### src/rtl/iror_pkg.sv
// ----------------------------------------------------------------------------
// In-flight range overlap tracker: shared definitions
// Widths, codes and the job record that passes from the front end to the
// table engine.
// ----------------------------------------------------------------------------
package iror_pkg;

  localparam int unsigned TABLE_ENTRIES_DEF = 64;
  localparam int unsigned START_W           = 48;
  localparam int unsigned LEN_W             = 25;
  localparam int unsigned END_W             = START_W + 1;
  localparam int unsigned STATUS_W          = 2;
  localparam int unsigned QUEUE_DEPTH       = 2;

  typedef enum logic {
    OP_ACQUIRE = 1'b0,
    OP_RELEASE = 1'b1
  } op_e;

  typedef enum logic [STATUS_W-1:0] {
    ST_OK        = 2'd0,
    ST_CONFLICT  = 2'd1,
    ST_FULL      = 2'd2,
    ST_NOT_FOUND = 2'd3
  } status_e;

  typedef enum logic [1:0] {
    BS_CLEAR,
    BS_IDLE,
    BS_SCAN
  } back_state_e;

  typedef struct packed {
    op_e                op;
    logic [START_W-1:0] start;
    logic [END_W-1:0]   stop;
  } job_t;

endpackage

### src/rtl/iror_queue.sv
// ----------------------------------------------------------------------------
// In-flight range overlap tracker: job queue
// A short first-in first-out buffer that decouples the front end from the
// table engine.
// ----------------------------------------------------------------------------
module iror_queue import iror_pkg::*; (
  input  logic clk_i,
  input  logic rst_ni,
  input  logic push_valid_i,
  input  job_t push_data_i,
  output logic push_ready_o,
  output logic pop_valid_o,
  output job_t pop_data_o,
  input  logic pop_ready_i
);

  localparam int unsigned PTR_W = (QUEUE_DEPTH > 1) ? $clog2(QUEUE_DEPTH) : 1;
  localparam int unsigned CNT_W = $clog2(QUEUE_DEPTH + 1);

  job_t             slot_q [QUEUE_DEPTH];
  logic [PTR_W-1:0] wr_ptr_q;
  logic [PTR_W-1:0] rd_ptr_q;
  logic [CNT_W-1:0] count_q;
  logic             push;
  logic             pop;

  assign push_ready_o = (count_q != CNT_W'(QUEUE_DEPTH));
  assign pop_valid_o  = (count_q != '0);
  assign push         = push_valid_i && push_ready_o;
  assign pop          = pop_valid_o && pop_ready_i;
  assign pop_data_o   = slot_q[rd_ptr_q];

  always_ff @(posedge clk_i or negedge rst_ni) begin
    if (!rst_ni) begin
      wr_ptr_q <= '0;
      rd_ptr_q <= '0;
      count_q  <= '0;
    end else begin
      if (push) begin
        wr_ptr_q <= (wr_ptr_q == PTR_W'(QUEUE_DEPTH - 1)) ? '0 : wr_ptr_q + PTR_W'(1);
      end
      if (pop) begin
        rd_ptr_q <= (rd_ptr_q == PTR_W'(QUEUE_DEPTH - 1)) ? '0 : rd_ptr_q + PTR_W'(1);
      end
      if (push && !pop) begin
        count_q <= count_q + CNT_W'(1);
      end else if (pop && !push) begin
        count_q <= count_q - CNT_W'(1);
      end
    end
  end

  always_ff @(posedge clk_i) begin
    if (push) begin
      slot_q[wr_ptr_q] <= push_data_i;
    end
  end

endmodule

### config.mk
export PLATFORM = sky130hd
export DESIGN_NAME = iror_queue
export DESIGN_NICKNAME = d
export VERILOG_FILES = /design/src/rtl/iror_pkg.sv /design/src/rtl/iror_queue.sv
export SDC_FILE = /design/constraint.sdc
export NUM_CORES = 1
export LEC_CHECK = 0
export BUFFER_PORTS_ARGS = -buffer_cell sky130_fd_sc_hd__buf_4
export CAP_MARGIN = 0
export CORE_ASPECT_RATIO = 1.5
export CORE_MARGIN = 2
export CORE_UTILIZATION = 50
export CTS_CLUSTER_DIAMETER = 200
export DETAILED_ROUTE_END_ITERATION = 6
export HOLD_SLACK_MARGIN = 0.06
export PLACE_DENSITY = 0.77
export SETUP_SLACK_MARGIN = 0.05
export SYNTH_ARGS = -nofsm -noshare
export SYNTH_HDL_FRONTEND = slang
export SYNTH_SLANG_ARGS = --single-unit
### constraint.sdc
create_clock -name clk_i -period 13.8 [get_ports clk_i]
set_input_delay 2.07 -clock clk_i [delete_from_list [all_inputs] [get_ports clk_i]]
set_output_delay 2.07 -clock clk_i [all_outputs]
set_load 0.01 [all_outputs]
==> run summary <==
Final Skew - 0.00694 ns
Die Wd - 103 microns
Hold Path Class - flip-flop to flip-flop
Clock Path Buffers - 2
count of input and output buffers - 201
worst path required time - 11.73 ns
Initial Utilization - 0.507
fin crit period - 4.67 ns
GR Layer Usage met1 - 0.185
reg2reg end - slot_q[0][9]$_DFFE_PP_
Die Ht - 152 microns
antenna-violating nets left - 0
# DRC - 0
first-pass GRT wire length - 20.2 mm
number of synthesized flops with an enable pin - 196
Routed WL - 13.9 mm
Syn Nets - 426
H-Tree Depth - 4
clk slew on worst S/H paths - 0.07 ns
Reg2Reg Setup Slack - 11.03 ns
register bit total from synthesis - 200
leading area contributor after synthesis - edfxtp_1
count leader, synth - edfxtp_1
GRT overflow - 0
Peak VDD IR - 0.149 mV
Crit. End Element - primary output
die area - 15600 sq um
post-CTS sizing - 0
worst slew pin tran - 0.998 ns
GRT Max-Usage Layer - met2
async set-or-reset flop fraction in the synthesized netlist - 0.0200
worst-case hold path end point - count_q[1]$_DFFE_PN0P_
commonest cells in the netlist - edfxtp_1 (196), mux2_2 (88), mux2_4 (10)
detailed-router iteration count before antenna repair - 4
CP Data Arrival Time - 2.60 ns
crit start category - flip-flop
Max FO, Critical Path - 65
via count - 3663
Syn Std Cell Area - 7290 sq um
final hold violation count - 0
dpl hpwl - 9.29 mm
met3 Track Usage GR - 0.0557
Synth Area per Inst - 22.6 sq um
# fillers - 962
fin nets - 638
pwr/cell area - 211 nW/um^2
Placed Area - 9010 sq um
share of layout cells above drive strength 1 - 0.611
Hold Path Stages - 1
relative slew slack - 0.333
Reg2Reg Launch Point - count_q[0]$_DFFE_PN0P_
max_cap viols - 0
met2 usage - 0.318
# diodes - 0
max-slew violation count - 0
Via density - 4.92
min-delay src - count_q[1]$_DFFE_PN0P_
Final Wtd Congestion - 0.747
1st-iter DRT viols - 174
post-synthesis sequential area ratio - 0.821
Synth Instances - 323
number of buffers created by CTS - 17
post-route cell area - 9640 sq um
vias in the first global route - 3941
Post-CTS Hold Fix Bufs - 0
Total GRT Usage - 0.178
largest net degree at the start of global routing - 66
initial antenna violation count - 0
area taken by multi-input logic gates - 1240 sq um
yosys warns - 0
Finish-stage setup viols - 0
share of the synthesized area in the top cell type - 0.807
Reg2Reg Depth - 4
top cells by area, synth - edfxtp_1 (81%), mux2_2 (14%), mux2_4 (2.1%)
area taken by flip-flops and latches - 5990 sq um
RSZ-0062 raised after global routing - false
ys flop type - edfxtp_1
CTS tree - yes
Root Driver - clkbuf_16
fmax - 0.214 GHz
status - finished clean
CTS Sinks - 200
fin crit share - 0.338
WS Path Type - flip-flop to primary output
core area - 14400 sq um
I/O pin count - 202
final setup TNS - 0 ns
Area Growth Syn to Fin - 32.1%
Row Count - 54
LEAKAGE - 3.62 nW
Yosys cell types - 15
wire per inst - 18.6 microns
setup repair bufs after CTS - 0
Skew-Pair Late Insertion Delay - 0.42 ns
## flip-flops by register name, summed over array words and instances, names as in the netlist
signal	flops
rd_ptr_q	1
count_q	2
slot_q	196
wr_ptr_q	1
## worst max-delay path: stages, from the launching register on
cell	delay, ns
dfrtp_4	0.73
buf_4	0.79
mux2_2	0.44
buf_4	0.15
## logic make-up after synthesis
| family | synth area share |
|---|---|
| AND/OR/NAND/NOR | 0.00463 |
| multiplexers | 0.156 |
| flip-flops | 0.821 |
| buffers and inverters | 0.0106 |
| XOR/XNOR | 0.00600 |
| adder cells (fa/ha/maj) | 0.00171 |
## worst max path at each step
stage / depth (start not counted) / start / end / slack, ns
2_1_floorplan: 2 / push_valid_i / slot_q[0][0]$_DFFE_PP_ / 7.00
3_3_place_gp: 4 / push_valid_i / slot_q[0][8]$_DFFE_PP_ / 9.52
3_5_place_dp: 4 / push_valid_i / slot_q[0][16]$_DFFE_PP_ / 9.44
4_1_cts: 3 / rd_ptr_q$_DFFE_PN0P_ / pop_data_o[54] / 9.07
5_1_grt: 3 / rd_ptr_q$_DFFE_PN0P_ / pop_data_o[52] / 8.98
6_report: 3 / rd_ptr_q$_DFFE_PN0P_ / pop_data_o[52] / 9.13
## cells in the final DEF, fill, tap and decap left out, types with 2 or more instances in the layout
cell and n:
mux2_2 88, xor2_1 2, nand2_1 2, clkinvlp_4 2, xnor2_1 3, bufinv_16 4, inv_6 4, mux2_4 10
dfrtp_1 3, edfxtp_1 196, clkinv_1 2, buf_4 204, clkbuf_16 17
## where the power goes
part	total [W]	internal [W]	switching, W
clock network	0.000517	0.000306	0.000211
registers	0.000885	0.000833	0.0000524
logic	0.000631	0.000332	0.000299
## stage by stage
step,utilization,total power [W],setup slack [ns],hold slack [ns],instances
6_report,0.670,0.00203,9.13,0.496,744
4_1_cts,0.670,0.00206,9.07,0.497,744
3_3_place_gp,0.626,0.00152,9.52,0.474,712
3_5_place_dp,0.626,0.00154,9.44,0.486,712
2_1_floorplan,-,0.00126,7.00,0.456,323
5_1_grt,0.670,0.00212,8.98,0.509,744
## cell type report
type	instances	area share
clock buffers	18	0.0445
clock inverters	14	0.0201
inverters	1	0.000390
multi-input cells	111	0.129
flip-flops and latches	200	0.622
well taps	196	0.0254
repair buffers	204	0.159
## layer usage
layer	vias up	part of all wire
met5	-	0
met4	0	0.030
met3	24	0.058
met2	121	0.56
met1	1818	0.35
li1	1700	-
(Power assumes the default switching activity.)
