**src/rtl/iror_pkg.sv**
```systemverilog
// ----------------------------------------------------------------------------
// In-flight range overlap tracker: shared definitions
// Widths, codes and the job record that passes from the front end to the
// table engine.
// ----------------------------------------------------------------------------
package iror_pkg;

  localparam int unsigned TABLE_ENTRIES_DEF = 64;
  localparam int unsigned START_W           = 48;
  localparam int unsigned LEN_W             = 25;
  localparam int unsigned END_W             = START_W + 1;
  localparam int unsigned STATUS_W          = 2;
  localparam int unsigned QUEUE_DEPTH       = 2;

  typedef enum logic {
    OP_ACQUIRE = 1'b0,
    OP_RELEASE = 1'b1
  } op_e;

  typedef enum logic [STATUS_W-1:0] {
    ST_OK        = 2'd0,
    ST_CONFLICT  = 2'd1,
    ST_FULL      = 2'd2,
    ST_NOT_FOUND = 2'd3
  } status_e;

  typedef enum logic [1:0] {
    BS_CLEAR,
    BS_IDLE,
    BS_SCAN
  } back_state_e;

  typedef struct packed {
    op_e                op;
    logic [START_W-1:0] start;
    logic [END_W-1:0]   stop;
  } job_t;

endpackage

```
**src/rtl/iror_in_if.sv**
```systemverilog
// ----------------------------------------------------------------------------
// In-flight range overlap tracker: request channel
// Carries one acquire or release request per beat.
// ----------------------------------------------------------------------------
interface iror_in_if import iror_pkg::*; ();

  logic               valid;
  logic               ready;
  logic               op;
  logic [START_W-1:0] offset;
  logic [LEN_W-1:0]   length;

  modport source (output valid, output op, output offset, output length, input ready);
  modport sink   (input valid, input op, input offset, input length, output ready);

endinterface

```
**src/rtl/iror_front.sv**
```systemverilog
// ----------------------------------------------------------------------------
// In-flight range overlap tracker: front end
// Accepts request beats, decodes the operation and forms the exclusive end
// of the range, then offers the job to the queue from a register.
// ----------------------------------------------------------------------------
module iror_front import iror_pkg::*; (
  input  logic      clk_i,
  input  logic      rst_ni,
  iror_in_if.sink   in_i,
  output logic      job_valid_o,
  output job_t      job_o,
  input  logic      job_ready_i
);

  logic             job_valid_q;
  job_t             job_q;
  job_t             job_d;
  logic             accept;
  logic [LEN_W-1:0] len_eff;

  assign in_i.ready = !job_valid_q || job_ready_i;
  assign accept     = in_i.valid && in_i.ready;

  // A zero length is taken as one byte, so every stored range is non-empty.
  assign len_eff = (in_i.length == '0) ? LEN_W'(1) : in_i.length;

  always_comb begin
    job_d.op    = op_e'(in_i.op);
    job_d.start = in_i.offset;
    job_d.stop  = END_W'(in_i.offset) + END_W'(len_eff);
  end

  always_ff @(posedge clk_i or negedge rst_ni) begin
    if (!rst_ni) begin
      job_valid_q <= 1'b0;
    end else if (accept) begin
      job_valid_q <= 1'b1;
    end else if (job_ready_i) begin
      job_valid_q <= 1'b0;
    end
  end

  always_ff @(posedge clk_i) begin
    if (accept) begin
      job_q <= job_d;
    end
  end

  assign job_valid_o = job_valid_q;
  assign job_o       = job_q;

endmodule

```
**src/flat_wrapper.sv**
```systemverilog
// flat-port wrapper written by rule: the top's interface ports become plain ports
module iror_front_flat import iror_pkg::*;
  (clk_i, rst_ni, job_valid_o, job_o, job_ready_i, in_i_valid, in_i_op, in_i_offset, in_i_length, in_i_ready);
  iror_in_if in_i_i ();
  input  logic clk_i;
  input  logic rst_ni;
  output logic job_valid_o;
  output job_t job_o;
  input  logic job_ready_i;
  input wire logic [$bits(in_i_i.valid)-1:0] in_i_valid;
  input wire logic [$bits(in_i_i.op)-1:0] in_i_op;
  input wire logic [$bits(in_i_i.offset)-1:0] in_i_offset;
  input wire logic [$bits(in_i_i.length)-1:0] in_i_length;
  output wire logic [$bits(in_i_i.ready)-1:0] in_i_ready;
  assign in_i_i.valid = in_i_valid;
  assign in_i_i.op = in_i_op;
  assign in_i_i.offset = in_i_offset;
  assign in_i_i.length = in_i_length;
  assign in_i_ready = in_i_i.ready;
  iror_front u_core (.clk_i(clk_i), .rst_ni(rst_ni), .in_i(in_i_i), .job_valid_o(job_valid_o), .job_o(job_o), .job_ready_i(job_ready_i));
endmodule
```
**config.mk**
```make
export PLATFORM = sky130hd
export DESIGN_NAME = iror_front_flat
export DESIGN_NICKNAME = d
export VERILOG_FILES = /design/src/rtl/iror_pkg.sv /design/src/rtl/iror_in_if.sv /design/src/rtl/iror_front.sv /design/src/flat_wrapper.sv
export SDC_FILE = /design/constraint.sdc
export NUM_CORES = 1
export LEC_CHECK = 0
export ABC_AREA = 1
export BUFFER_PORTS_ARGS = -buffer_cell sky130_fd_sc_hd__buf_2
export CAP_MARGIN = 10
export CORE_MARGIN = 5
export CORE_UTILIZATION = 35
export CTS_CLUSTER_DIAMETER = 100
export DETAILED_ROUTE_END_ITERATION = 12
export PLACE_DENSITY = 0.67
export SYNTH_ARGS = -nofsm -noshare
export SYNTH_HDL_FRONTEND = slang
export SYNTH_SLANG_ARGS = --single-unit
export TNS_END_PERCENT = 50
```
**constraint.sdc**
```tcl
create_clock -name clk_i -period 6.65 [get_ports clk_i]
set_input_delay 0.9975 -clock clk_i [delete_from_list [all_inputs] [get_ports clk_i]]
set_output_delay 0.9975 -clock clk_i [all_outputs]
set_load 0.03 [all_outputs]
```
==> results of run 1 <==
synth_stat cells:
cell	instances
a21o_1	1
a21oi_1	12
and2_1	1
clkbuf_1	23
clkinv_1	1
dfrtp_1	1
edfxtp_1	98
fa_1	1
ha_1	25
inv_1	126
inv_2	2
nand2_1	280
nand2_2	12
nand3_1	56
nand3_2	9
nand3b_1	1
nand4_1	12
nor2_1	53
nor2_2	7
nor2_4	1
nor3_1	5
nor3_2	8
nor3_4	1
nor3b_2	1
nor4_1	6
o21ai_0	2
o21ai_1	1
o21bai_1	1
or2_1	1
xnor2_1	3
xor2_1	23
logic make-up after synthesis:
group / share of synthesized area
adder cells (fa/ha/maj): 0.0536
AO/OA/AOI/OAI: 0.0145
buffers and inverters: 0.0919
AND/OR/NAND/NOR: 0.325
XOR/XNOR: 0.0367
flip-flops: 0.478
metrics by stage:
step                setup WS [ns]  instance area (um2)  hold WS [ns]  instances  total power, mW
global placement             3.24                 7310         0.558       1155             1.17
CTS                          3.51                 7600         0.391       1170             1.70
detailed placement           3.14                 7310         0.586       1155             1.17
global route                 3.29                 7600         0.390       1170             1.76
floorplan                   0.293                 6210         0.702        774             1.04
finish                       3.51                 7600         0.399       1170             1.68
worst register-to-register path: stages (launching register included):
cell and delay [ns]:
dfrtp_1 0.42, a21oi_4 0.16, buf_4 0.63
cells in the final DEF, fill, tap and decap left out, drive strengths merged, types with 4 or more instances in the layout:
| cell type | instances |
|---|---|
| nand2 | 292 |
| edfxtp | 98 |
| clkbuf | 10 |
| a21oi | 12 |
| nor2 | 61 |
| inv | 128 |
| nor3 | 14 |
| xor2 | 23 |
| nand3 | 65 |
| nand4 | 12 |
| clkinv | 4 |
| buf | 179 |
| nor4 | 6 |
| ha | 25 |
where the power goes:
part	internal [mW]	switching, mW	leakage, nW
combinational	0.116	0.288	2.74
sequential	0.746	0.0108	0.945
clock	0.289	0.235	0.136
total	1.15	0.534	3.82
per-layer routing:
| metal | vias up | track usage |
|---|---|---|
| met2 | 161 | 0.312 |
| li1 | 2781 | - |
| met5 | - | 0 |
| met3 | 18 | 0.0308 |
| met4 | 0 | 0.0495 |
| met1 | 2468 | 0.228 |
sequential cells by signal, indices dropped and copies added (netlist names):
signal	flops
u_core.job_valid_o	1
u_core.job_o	98
how the worst max path moves through the flow:
stage	start	to	cells past startpoint
floorplan	in_i_valid	u_core.job_o[0]$_DFFE_PP_	2
global route	in_i_length[11]	u_core.job_o[38]$_DFFE_PP_	15
global placement	in_i_length[7]	u_core.job_o[38]$_DFFE_PP_	15
detailed placement	in_i_length[7]	u_core.job_o[38]$_DFFE_PP_	15
CTS	in_i_length[7]	u_core.job_o[38]$_DFFE_PP_	15
finish	in_i_length[11]	u_core.job_o[38]$_DFFE_PP_	15
final cells by class:
class                      count  share of cell area
multi-input combinational    523               0.353
inverter                     129              0.0637
clock inverter                 5             0.00725
clock buffer                  10              0.0301
tap                          225              0.0371
timing repair buffer         179               0.119
sequential                    99               0.391
==> flow_summary.toml, run 1 <==
[critical_path]
r2r-end = "u_core.job_o[86]$_DFFE_PP_"
path_buf_inv = 1
crit_arrival_ns = 3.25
worstPathMaxFanout = 3
cp-start-kind = "input pin"
reg2reg_depth = 2
path_cells = "buf_2, nor4_1, nand4_1, o21bai_1, ha_1, fa_1, nand2_1, nor2_1, nand2_1, nand3_1, nand2_2, nor2_2, nand2_1, nand4_1, nand2_1"
reg2reg_setup_slack_ns = 4.99
slowest_stage = "nor4_1"
slowest_delay_ns = 0.37
path_delay_family = "simple AND/OR/NAND/NOR gates"
cp.required_ns = 6.76
critPathMostFrequentCell = "nand2_1"
cp-end-kind = "flop"
rr_startpoint = "u_core.job_valid_o$_DFFE_PN0P_"
path_class = "in2reg"

[pwr]
cellLeakagePower_nw = 3.82
power_density_nw_per_um2 = 222
peakVddDrop_v = 0.000123

[clocking]
post_cts_resize_count = 0
cts_hold_buf = 0
cts_buffer_depth = 2
post_cts_buffers = 0
clk_pin_slew_ns = 0.07
clkLatencyLatePin_ns = 0.35
cts_sinks = 99
cts_buffers = 9
htreeDepth = 3
cts_tree = "yes"
cts-root-buf = "clkbuf_16"

[sta]
setup_viol = 0
fmax_mhz = 319
finalHoldViolations = 0
slew-limit-headroom = 0.455
period_minus_slack_ns = 3.14
fin_skew_ns = 0.00667
min_period_over_period = 0.472
maxSlewViolCount = 0
fin_tns_setup_ns = 0
rsz0062_at_grt = "false"
worst_pin_slew_ns = 0.817

[layout]
syn2layout_area_growth_pct = 22.4
drive_above_1_share = 0.248
fill_cells = 1763
multi_input_area_um2 = 2680
utilization = 0.438
antenna_cells = 0
nets = 1045
regArea_um2 = 2970

[logic_synthesis]
ys_warn_count = 0
synth-seq-cells = 99
syn_area_um2 = 6210
syn_inst = 774
synth.distinct_cells = 31
syn_nets = 878
ys_seq_area_frac = 0.478
avgSynthCellArea_um2 = 8.02
netlist.area_leader.share = 0.474
yosysTopAreaCell = "edfxtp_1"
synthTopCellsByArea = "edfxtp_1, nand2_1, inv_1"

[detailed_routing]
met3WireLength_um = 1070
routed_wl_um = 18300
vias_per_cell = 4.64
drt_pass1_iterations = 5
wl_per_cell_um = 15.7
drc = 0
wl_met1_um = 8080
drt-initial-drc-count = 296
via_count = 5428
wl_met2_um = 8880
highest_layer = "met4"
ant_nets = 0

[place]
gp_congestion = 0.914
io_buffers = 177
place_hpwl_um = 15200

[floorplan]
pin_count = 178
die_area_um2 = 20500
rows = 48
die_y_um = 143
die-width_um = 143
core_um2 = 17400
start_util = 0.358

[global_routing]
grt.total_usage = 0.178
grt_max_degree = 65
grt-ovfl-total = 0
grt_pass1_vias = 5299
grt_first_pass_wirelength_um = 27700
antenna_found_initial = 0

[run_status]
status = "complete, no violations"

[min_path]
hp-class = "in2async"

[flow_run]
cap_violations = 0
Power figures use the tool's default switching activity.
==> run 2: changes to the inputs <==
ABC_AREA = 0   (was 1)
PLACE_DENSITY = 0.68   (was 0.67)
clock period = 3.1 ns   (was 6.65 ns; I/O delays follow)
==> flow_summary.toml, run 2 <==
[clocking]
cts_sinks = 99
cts_buffer_depth = 2
clkLatencyLatePin_ns = 0.35
htreeDepth = 3
clk_pin_slew_ns = 0.07
cts-root-buf = "clkbuf_16"
cts_tree = "yes"
cts_buffers = 9

[global_routing]
antenna_found_initial = 0
grt.total_usage = 0.173
grt_pass1_vias = 4735
grt_max_degree = 46
grt-ovfl-total = 0
grt_first_pass_wirelength_um = 24800

[critical_path]
slowest_delay_ns = 0.37
cp.required_ns = 3.26
cp-end-kind = "flop"
path_class = "in2reg"
slowest_stage = "or3_1"
cp-start-kind = "input pin"
reg2reg_setup_slack_ns = 1.28
path_buf_inv = 3
path_delay_family = "simple AND/OR/NAND/NOR gates"
worstPathMaxFanout = 4
crit_arrival_ns = 3.12
critPathMostFrequentCell = "buf_4"
path_cells = "buf_2, nor4_4, buf_4, nand2_1, nor4_2, buf_4, a41o_1, ha_4, a21oi_1, or2_4, a21o_4, o211a_1, or3_1, o311ai_0"

[pwr]
power_frac_comb = 0.242
power_density_nw_per_um2 = 500
p_sw_frac = 0.303
p_total_mw = 3.61
cellLeakagePower_nw = 2.89
seq_power_share = 0.450
p_int_mw = 2.52
clock_power_share = 0.308
peakVddDrop_v = 0.000251
p_switching_mw = 1.09

[sta]
finalHoldViolations = 0
rsz0062_at_grt = "true"
worst_pin_slew_ns = 0.653
min_period_over_period = 0.955
fin_skew_ns = 0.00744
maxSlewViolCount = 0
slew-limit-headroom = 0.565
setup_viol = 0
hold_ws_ns = 0.310
setup_slack_ns = 0.139
period_minus_slack_ns = 2.96
fmax_mhz = 338

[logic_synthesis]
avgSynthCellArea_um2 = 11.0
synth.distinct_cells = 57
ys_async_sr_fraction = 0.0101
ys_warn_count = 0
netlist.area_leader.share = 0.534
netlist_top_cells_count = "edfxtp_1, nand2_1, a21oi_1"
yosysTopAreaCell = "edfxtp_1"
syn_nets = 605
synth_most_common_cell = "edfxtp_1"
syn_inst = 501
synthFlopType = "edfxtp_1"
ys_seq_area_frac = 0.538
synthTopCellsByArea = "edfxtp_1, ha_1, xnor2_1"
syn_area_um2 = 5520
synth_edf_count = 98
synth-seq-cells = 99

[layout]
syn2layout_area_growth_pct = 31.0
largest_register_ffs = 98
layoutNonFillerInstCount = 906
antenna_cells = 0
nets = 794
layout_commonest_cell = "buf_2"
fill_cells = 1482
fin_area_um2 = 7230
drive_above_1_share = 0.364
mostFrequentLayoutCells = "buf_2, edfxtp_1, buf_4"

[detailed_routing]
ant_nets = 0
vias_per_cell = 5.20
drt-initial-drc-count = 319
drc = 0
wl_per_cell_um = 18.0
routed_wl_um = 16300
drt_pass1_iterations = 5
via_count = 4712

[floorplan]
start_util = 0.360
die_area_um2 = 18400
pin_count = 178
rows = 45
die-width_um = 136
core_um2 = 15300
die_y_um = 136

[place]
place_ws_ns = -0.391
gp_congestion = 0.843
io_buffers = 177
place_hpwl_um = 12700
dp_cells = 888
placed_cell_area_um2 = 6820

[flow_run]
cap_violations = 0

[min_path]
hp-class = "in2reg"

[run_status]
status = "complete, no violations"
run 2: cell count changes after synthesis, sizes merged, moves of 17 or more:
| cell | change |
|---|---|
| a21oi | +26 |
| nand2 | -252 |
| o21ai | +17 |
| xnor2 | +25 |
| inv | -115 |
| nand3 | -48 |
| nor2 | -34 |
run 2: metal layers:
layer / global-route usage / part of all wire / vias to the layer above
li1: - / - / 2272
met1: 0.204 / 0.41 / 2241
met2: 0.302 / 0.50 / 168
met3: 0.0490 / 0.072 / 31
met4: 0.0577 / 0.027 / 0
met5: 0 / 0 / -
run 2: kinds of logic after synthesis:
kind of cell	count (synthesis)	share of synthesized area
AO/OA/AOI/OAI	127	0.154
XOR/XNOR	39	0.0619
adder cells (fa/ha/maj)	26	0.0603
buffers and inverters	56	0.0427
flip-flops	99	0.538
AND/OR/NAND/NOR	154	0.143
run 2: repair_timing:
action,CTS,global route
endpoints found under the hold margin,1,0
hold buffers,1,0
buffers inserted,0,1
pin swaps,0,11
cloned,0,0
setup endpoints to repair,1,36
resized for setup,2,19
run 2: path summary, 6_finish.rpt:
path | to | from | cells after the start
hold / removal | u_core.job_o[97]$_DFFE_PP_ | in_i_op | 1
hold reg to reg | u_core.job_valid_o$_DFFE_PN0P_ | u_core.job_valid_o$_DFFE_PN0P_ | 2
max in group asynchronous | u_core.job_valid_o$_DFFE_PN0P_ | rst_ni | 2
setup reg to reg | u_core.job_o[77]$_DFFE_PP_ | u_core.job_valid_o$_DFFE_PN0P_ | 3
setup / recovery | u_core.job_o[29]$_DFFE_PP_ | in_i_length[1] | 14
min in group asynchronous | u_core.job_valid_o$_DFFE_PN0P_ | rst_ni | 2
run 2: final cells by class:
type	count	area [um2]	share of cell area
clock inverter	6	56.3	0.00779
clock buffer	10	229	0.0317
tap	211	264	0.0365
multi-input combinational	346	2420	0.334
timing repair buffer	221	1240	0.172
inverter	13	48.8	0.00675
sequential	99	2970	0.411
run 2: power by group through the flow:
stage | clock, mW | sequential [mW] | combinational (mW)
3_3_place_gp | 0 | 1.65 | 0.846
4_1_cts | 1.13 | 1.63 | 0.863
5_1_grt | 1.19 | 1.63 | 0.944
3_5_place_dp | 0 | 1.66 | 0.854
2_1_floorplan | 0 | 1.85 | 0.359
6_report | 1.11 | 1.63 | 0.874
run 2: stage by stage:
| step | util | setup TNS [ns] |
|---|---|---|
| 6_report | 0.472 | 0 |
| 5_1_grt | 0.472 | -0.419 |
| 4_1_cts | 0.466 | 0 |
| 3_5_place_dp | 0.445 | -8.15 |
| 3_3_place_gp | 0.445 | -6.91 |
| 2_1_floorplan | - | 0 |
run 2: worst reg2reg max path, cell delays in order (launching register included):
cell	delay, ns
dfrtp_1	0.38
nand2b_1	0.12
and2_4	0.58
buf_4	0.42
